## src/tcsc_pkg.sv

```systemverilog
// ---------------------------------------------------------------------------
// tcsc_pkg: shared types and constants
// Word layouts for the trigger cell sum unit, plus the limits used by the
// accumulator and the float coder.
// ---------------------------------------------------------------------------
package tcsc_pkg;

   localparam int unsigned ChannelsPerCell = 4;

   localparam int unsigned AdcWidth     = 10;
   localparam int unsigned TotWidth     = 12;
   localparam int unsigned SumWidth     = 19;
   localparam int unsigned CodeWidth    = 7;
   localparam int unsigned DecodedWidth = 21;
   localparam int unsigned CountWidth   = 3;
   localparam int unsigned VWidth       = 18;

   localparam logic [SumWidth-1:0]   SumMax  = 19'h7FFFF;
   localparam logic [VWidth-1:0]     CodeMax = 18'h3FFFF;
   localparam logic [CountWidth-1:0] TotCap  =
      CountWidth'((ChannelsPerCell < 7) ? ChannelsPerCell : 7);
   localparam logic [TotWidth-1:0]   TotSatLevel = 12'd512;
   localparam logic [4:0]            TotScale    = 5'd25;

   // tot_flag codes
   localparam logic [1:0] TOT_FLAG_ADC   = 2'd0;
   localparam logic [1:0] TOT_FLAG_VALID = 2'd3;

   typedef struct packed {
      logic [AdcWidth-1:0] adc_value;
      logic [TotWidth-1:0] tot_value;
      logic [1:0]          tot_flag;
      logic                last_channel;
   } req_type;

   typedef struct packed {
      logic [SumWidth-1:0]     linear_sum;
      logic [CodeWidth-1:0]    compressed_sum;
      logic [DecodedWidth-1:0] decompressed_sum;
      logic                    sum_valid;
      logic [CountWidth-1:0]   tot_channel_count;
      logic                    tot_saturated;
   } rsp_type;

   // finished cell, handed from the accumulator to the coder stage
   typedef struct packed {
      logic [SumWidth-1:0]   sum;
      logic                  incomplete;
      logic [CountWidth-1:0] count;
      logic                  saturated;
      logic                  low_density;
   } cell_type;

endpackage

```

## src/tcsc_codec.sv

```systemverilog
// ---------------------------------------------------------------------------
// tcsc_codec: 4e3m float coder and decoder
// Shifts and clamps the linear sum, finds the leading one to form the
// exponent/mantissa code, and rebuilds the value with its midpoint bit.
// ---------------------------------------------------------------------------
module tcsc_codec (
   input  logic [tcsc_pkg::SumWidth-1:0]     sum,
   input  logic                              low_density,
   output logic [tcsc_pkg::CodeWidth-1:0]    code,
   output logic [tcsc_pkg::DecodedWidth-1:0] decoded
);

   always_comb begin
      logic [tcsc_pkg::VWidth-1:0]   v;
      logic [tcsc_pkg::VWidth-1:0]   shifted;
      logic [4:0]                    p;
      logic [3:0]                    ex;
      logic [2:0]                    mant;
      logic [4:0]                    q;
      logic [tcsc_pkg::DecodedWidth-1:0] val;

      v = low_density ? tcsc_pkg::VWidth'(sum >> 1) : tcsc_pkg::VWidth'(sum >> 3);
      if (v > tcsc_pkg::CodeMax) begin
         v = tcsc_pkg::CodeMax;
      end

      // leading-one position
      p = 5'd0;
      for (int i = 0; i < int'(tcsc_pkg::VWidth); i++) begin
         if (v[i]) begin
            p = 5'(i);
         end
      end

      shifted = v;
      if (v <= tcsc_pkg::VWidth'(7)) begin
         ex   = 4'd0;
         mant = v[2:0];
      end else begin
         shifted = v >> (p - 5'd3);
         ex      = 4'(p - 5'd2);
         mant    = shifted[2:0];
      end
      code = {ex, mant};

      // rebuild; no midpoint bit for exponent 1
      q = 5'(ex) + 5'd2;
      if (ex == 4'd0) begin
         val = tcsc_pkg::DecodedWidth'(mant);
      end else begin
         val = (tcsc_pkg::DecodedWidth'(1) << q)
             | (tcsc_pkg::DecodedWidth'(mant) << (q - 5'd3));
         if (ex >= 4'd2) begin
            val = val | (tcsc_pkg::DecodedWidth'(1) << (q - 5'd4));
         end
      end
      decoded = low_density ? (val << 1) : (val << 3);
   end

endmodule

```

## src/trigger_cell_sum_compress_unit.sv

```systemverilog
// ---------------------------------------------------------------------------
// trigger_cell_sum_compress_unit: trigger cell energy sum and float coder
// Accumulates channel samples of one trigger cell and, on the last channel,
// emits the linear sum, its 4e3m code, the decoded value and status flags.
// ---------------------------------------------------------------------------
//
//   port group | dir | word        | notes
//   -----------+-----+-------------+-----------------------------------------
//   req_       | in  | req_type    | one channel sample per word
//   rsp_       | out | rsp_type    | one word per trigger cell (last channel)
//   csr_       | in  | 1-bit data  | low_density_mode, always ready
//
// A sample word can be taken every cycle while req_ready is high. The result
// word is offered once the last channel has passed the input register: the
// accumulator loads the cell register, then the coder the output register.
// Reset clears all valid bits and the running state; low_density_mode
// resets to 1. A stalled rsp_ready backs up one stage at a time, so
// req_ready drops only once all three stages hold words.
module trigger_cell_sum_compress_unit (
   input  logic                          clock,
   input  logic                          reset,
   input  logic                          req_valid,
   output logic                          req_ready,
   input  tcsc_pkg::req_type             req_data,
   output logic                          rsp_valid,
   input  logic                          rsp_ready,
   output tcsc_pkg::rsp_type             rsp_data,
   input  logic                          csr_valid,
   output logic                          csr_ready,
   input  logic                          csr_data
);

   logic                  ldm_ff;
   logic                  in_vld_ff;
   tcsc_pkg::req_type     in_ff;
   logic [tcsc_pkg::SumWidth-1:0]   sum_ff,   sum_in;
   logic [tcsc_pkg::CountWidth-1:0] count_ff, count_in;
   logic                  incomplete_ff, incomplete_in;
   logic                  saturated_ff,  saturated_in;
   logic                  cell_vld_ff;
   tcsc_pkg::cell_type    cell_ff, cell_in;
   logic                  rsp_vld_ff;
   tcsc_pkg::rsp_type     rsp_ff, rsp_in;

   logic                  in_go, cell_go, cell_free;
   logic [tcsc_pkg::CodeWidth-1:0]    code;
   logic [tcsc_pkg::DecodedWidth-1:0] decoded;

   assign csr_ready = 1'b1;
   assign cell_go   = cell_vld_ff && (!rsp_vld_ff || rsp_ready);
   assign cell_free = !cell_vld_ff || cell_go;
   assign in_go     = in_vld_ff && (!in_ff.last_channel || cell_free);
   assign req_ready = !in_vld_ff || in_go;
   assign rsp_valid = rsp_vld_ff;
   assign rsp_data  = rsp_ff;

   // accumulate one sample onto the running state
   always_comb begin
      logic [tcsc_pkg::SumWidth:0] total;
      logic [16:0]                 add;

      incomplete_in = incomplete_ff;
      saturated_in  = saturated_ff;
      count_in      = count_ff;
      if (in_ff.tot_flag == tcsc_pkg::TOT_FLAG_VALID) begin
         add = 17'(in_ff.tot_value) * 17'(tcsc_pkg::TotScale);
         if (count_ff < tcsc_pkg::TotCap) begin
            count_in = count_ff + 3'd1;
         end
         if (in_ff.tot_value >= tcsc_pkg::TotSatLevel) begin
            saturated_in = 1'b1;
         end
      end else begin
         add = 17'(in_ff.adc_value);
         if (in_ff.tot_flag != tcsc_pkg::TOT_FLAG_ADC) begin
            incomplete_in = 1'b1;
         end
      end
      total = 20'(sum_ff) + 20'(add);
      sum_in = total[tcsc_pkg::SumWidth] ? tcsc_pkg::SumMax
                                         : total[tcsc_pkg::SumWidth-1:0];

      cell_in.sum         = sum_in;
      cell_in.incomplete  = incomplete_in;
      cell_in.count       = count_in;
      cell_in.saturated   = saturated_in;
      cell_in.low_density = ldm_ff;
   end

   tcsc_codec u_codec (
      .sum         (cell_ff.sum),
      .low_density (cell_ff.low_density),
      .code        (code),
      .decoded     (decoded)
   );

   always_comb begin
      rsp_in.linear_sum        = cell_ff.sum;
      rsp_in.compressed_sum    = code;
      rsp_in.decompressed_sum  = decoded;
      rsp_in.sum_valid         = !cell_ff.incomplete;
      rsp_in.tot_channel_count = cell_ff.count;
      rsp_in.tot_saturated     = cell_ff.saturated;
   end

   always_ff @(posedge clock) begin
      if (reset) begin
         ldm_ff        <= 1'b1;
         in_vld_ff     <= 1'b0;
         cell_vld_ff   <= 1'b0;
         rsp_vld_ff    <= 1'b0;
         sum_ff        <= '0;
         count_ff      <= '0;
         incomplete_ff <= 1'b0;
         saturated_ff  <= 1'b0;
      end else begin
         if (csr_valid) begin
            ldm_ff <= csr_data;
         end

         if (req_ready) begin
            in_vld_ff <= req_valid;
         end

         if (in_go) begin
            if (in_ff.last_channel) begin
               // cell done: state starts over
               sum_ff        <= '0;
               count_ff      <= '0;
               incomplete_ff <= 1'b0;
               saturated_ff  <= 1'b0;
            end else begin
               sum_ff        <= sum_in;
               count_ff      <= count_in;
               incomplete_ff <= incomplete_in;
               saturated_ff  <= saturated_in;
            end
         end

         if (cell_free) begin
            cell_vld_ff <= in_go && in_ff.last_channel;
         end

         if (cell_go) begin
            rsp_vld_ff <= 1'b1;
         end else if (rsp_ready) begin
            rsp_vld_ff <= 1'b0;
         end
      end
   end

   always_ff @(posedge clock) begin
      if (req_ready && req_valid) begin
         in_ff <= req_data;
      end
      if (cell_free && in_go && in_ff.last_channel) begin
         cell_ff <= cell_in;
      end
      if (cell_go) begin
         rsp_ff <= rsp_in;
      end
   end

endmodule
```

## config.mk

```make
export PLATFORM = sky130hd
export DESIGN_NAME = trigger_cell_sum_compress_unit
export DESIGN_NICKNAME = d
export VERILOG_FILES = /design/src/tcsc_pkg.sv /design/src/tcsc_codec.sv /design/src/trigger_cell_sum_compress_unit.sv
export SDC_FILE = /design/constraint.sdc
export NUM_CORES = 1
export LEC_CHECK = 0
export ABC_AREA = 1
export BUFFER_PORTS_ARGS = -buffer_cell sky130_fd_sc_hd__buf_4
export CORE_UTILIZATION = 25
export CTS_BUF_LIST = sky130_fd_sc_hd__clkbuf_4
export DETAILED_ROUTE_END_ITERATION = 6
export PLACE_DENSITY = 0.51
export SKIP_CTS_REPAIR_TIMING = 1
export SYNTH_ARGS = -nofsm -noshare
export SYNTH_HDL_FRONTEND = slang
export SYNTH_SLANG_ARGS = --single-unit
```

## constraint.sdc

```tcl
create_clock -name clock -period 8.7 [get_ports clock]
set_clock_uncertainty 0.05 [all_clocks]
set_input_delay 0.435 -clock clock [delete_from_list [all_inputs] [get_ports clock]]
set_output_delay 0.435 -clock clock [all_outputs]
set_load 0.1 [all_outputs]
```

==> results.cfg <==
[finish]
fillers = 3599
stdcell_count = 1586
ff_latch_area_um2 = 3590
multi_input_area_um2 = 4350
syn_to_final_growth_pct = 18.5
final_common_cell = nand2_1
drive_gt1_share_pct = 16.3
fin_nets = 1239
layout_common_cells = nand2_1 (240), inv_1 (123), nand3_1 (118)

[floorplan]
die_h_um = 188
rows = 67
start_util_pct = 25.6
die_area_um2 = 35400
core_region_area_um2 = 33800
io_pins = 86
die_x_um = 188

[worst_setup_path]
cp_common_cell = nor2_1
r2r-end = sum_ff[18]$_SDFFE_PP0P_
crit_fanout = 16
cp_slowest_cell = fa_1
r2r_cells = 33
critPathKind = reg2reg
crit_arrival_ps = 5990
r2r-start = in_ff[6]$_DFFE_PP_
required_ps = 9100
slowest_delay_ps = 490
startpoint_type = register
r2r_slack_ps = 3120
endpoint_kind = register

[clock_network]
cts.clk_slew.worst_paths_ps = 140
cts_root_buf = clkbuf_4
cts.sinks = 129
clk_latency_ps = 560
cts_tree = yes
cts_buffers = 17
cts_max_path_buffers = 2
h-tree-depth = 4

[grt]
antenna_found_initial = 1
gr-total-overflow = 0
grt_pass1_wl_um = 34400
grt_max_degree = 52
grt_pass1_vias = 6760
track_usage_pct = 12.2

[synth]
synth_top_family_by_area = simple AND/OR/NAND/NOR gates
synth_compound_area_share_pct = 9.09
synth_xor_area_share_pct = 2.51
avgSynthCellArea_um2 = 8.46
ys_seq_area_share_pct = 41.5
synthMuxAreaShare_pct = 0.246
synth_warnings = 0
synthAdderAreaFrac_pct = 12.8
yosys.area.top_type_share_pct = 35.0
yosysTopAreaCell = edfxtp_1
yosys.area_share.simple_pct = 25.2
syn-cell-area_um2 = 8660
syn_nets = 1139
yosys_register_bits = 129
synth_area_leaders = edfxtp_1 (35%), ha_1 (11%), nand2_1 (10%)
synth_cell_type_count = 58
synthCells = 1024

[outcome]
status = complete, no violations

[detailed_routing]
vias = 6916
drt-total-wl_um = 21100
wl_per_cell_um = 13.3
drt-vias-per-instance = 4.36
dr.pass1.iters = 7
ant_nets = 0
drt_iter0_drc = 370
drcViolationCount = 0

[sta]
min_period_ps = 5580
rsz0062_at_grt = false
fmax_mhz = 179
tightest_slew_ps = 1080
setup_tns_ps = 0
slew_violations = 0
max_slew_margin_pct = 28.1
period_share_pct = 64.2
hold_violations = 0
setup_viol = 0

[flow_run]
max_cap_viol_count = 0

[place]
place.gp.congestion = 0.906
dp_cells = 1526
dpl.hpwl_um = 16100
portBuffers = 83

[min_path]
holdCritPathClass = in2reg
min_to = in_vld_ff$_SDFFE_PP0N_
whs_path_depth = 3
min-delay-start = req_valid

[power_and_ir_drop]
power_leakage_nw = 4.63
finalPower_mw = 1.55
p_per_area_nw_per_um2 = 151
ir_drop_mv = 0.0937
## flip-flops by register name, summed over array words and instances (netlist names)
signal and cells:
in_ff 25, ldm_ff 1, saturated_ff 1, cell_ff 25, rsp_valid 1, rsp_data 51
count_ff 3, incomplete_ff 1, in_vld_ff 1, sum_ff 19, cell_vld_ff 1
## final cells by class
type	instances	share of cell area [%]
flip-flops and latches	129	35.0
inverters	143	5.27
well taps	448	5.46
clock inverters	14	1.63
multi-input cells	720	42.3
repair buffers	113	8.93
clock buffers	18	1.32
diodes	1	0.0244
## per-layer routing
layer | vias up | wire length [µm] | part of all wire, % | global-route usage [%]
li1 | 3614 | - | - | -
met1 | 3166 | 9600 | 45 | 14.5
met2 | 119 | 10700 | 51 | 22.0
met3 | 17 | 582 | 2.8 | 2.41
met4 | 0 | 260 | 1.2 | 3.44
met5 | - | 0 | 0 | 0
## cell usage after synthesis (all sizes together)
cell,count
a211oi,1
a21o,2
a21oi,52
a22o,1
a31o,1
a31oi,5
a32o,3
a32oi,2
and2,1
buf,19
clkbuf,13
clkinv,2
conb,2
dfxtp,28
edfxtp,101
fa,8
ha,76
inv,141
mux2,1
mux2i,1
nand2,251
nand3,121
nand3b,1
nand4,11
nor2,71
nor3,9
nor4,1
o211ai,2
o21ai,54
o21bai,5
o22ai,1
o31ai,3
or2,13
xnor2,9
xor2,12
## worst max-delay path by stage
stage | from | end | cells after the start
detailed placement | in_ff[6]$_DFFE_PP_ | sum_ff[18]$_SDFFE_PP0P_ | 33
finish | in_ff[6]$_DFFE_PP_ | sum_ff[18]$_SDFFE_PP0P_ | 33
CTS | in_ff[6]$_DFFE_PP_ | sum_ff[1]$_SDFFE_PP0P_ | 33
global placement | in_ff[6]$_DFFE_PP_ | cell_ff[7]$_DFFE_PP_ | 31
floorplan | in_ff[6]$_DFFE_PP_ | cell_ff[24]$_DFFE_PP_ | 30
global route | in_ff[5]$_DFFE_PP_ | sum_ff[18]$_SDFFE_PP0P_ | 33
## critical path: cells and delay by family, from the launching register on
kind,cells,cell delay (ps)
adders and majority gates,5,1600
AOI/OAI and AO/OA,8,1100
and+or+nand+nor,14,1810
buffers and inverters,6,450
DFF,1,470
## through the flow
| stage | hold slack [ps] | setup WS (ps) | area (µm²) | util, % |
|---|---|---|---|---|
| floorplan | 350 | 3850 | 8660 | - |
| global placement | 354 | 3280 | 9690 | 28.7 |
| detailed placement | 356 | 3180 | 9690 | 28.7 |
| CTS | -83.3 | 3140 | 9990 | 29.6 |
| global route | 52.3 | 2380 | 10300 | 30.4 |
| finish | 116 | 3120 | 10300 | 30.4 |
## kinds of logic (layout without fill, tap and decap cells)
kind of cell    after synthesis  in the layout
fa+ha+maj                    84             84
flops                       129            129
buf+inv                     175            288
compound gates              132            132
simple gates                479            479
xor+xnor                     21             21
mux                           2              2
other cells                   2              3
## power breakdown
| part | internal (mW) | switching (mW) |
|---|---|---|
| Sequential | 0.692 | 0.0122 |
| Combinational | 0.133 | 0.257 |
| Clock | 0.183 | 0.275 |
Power figures use the tool's default switching activity.
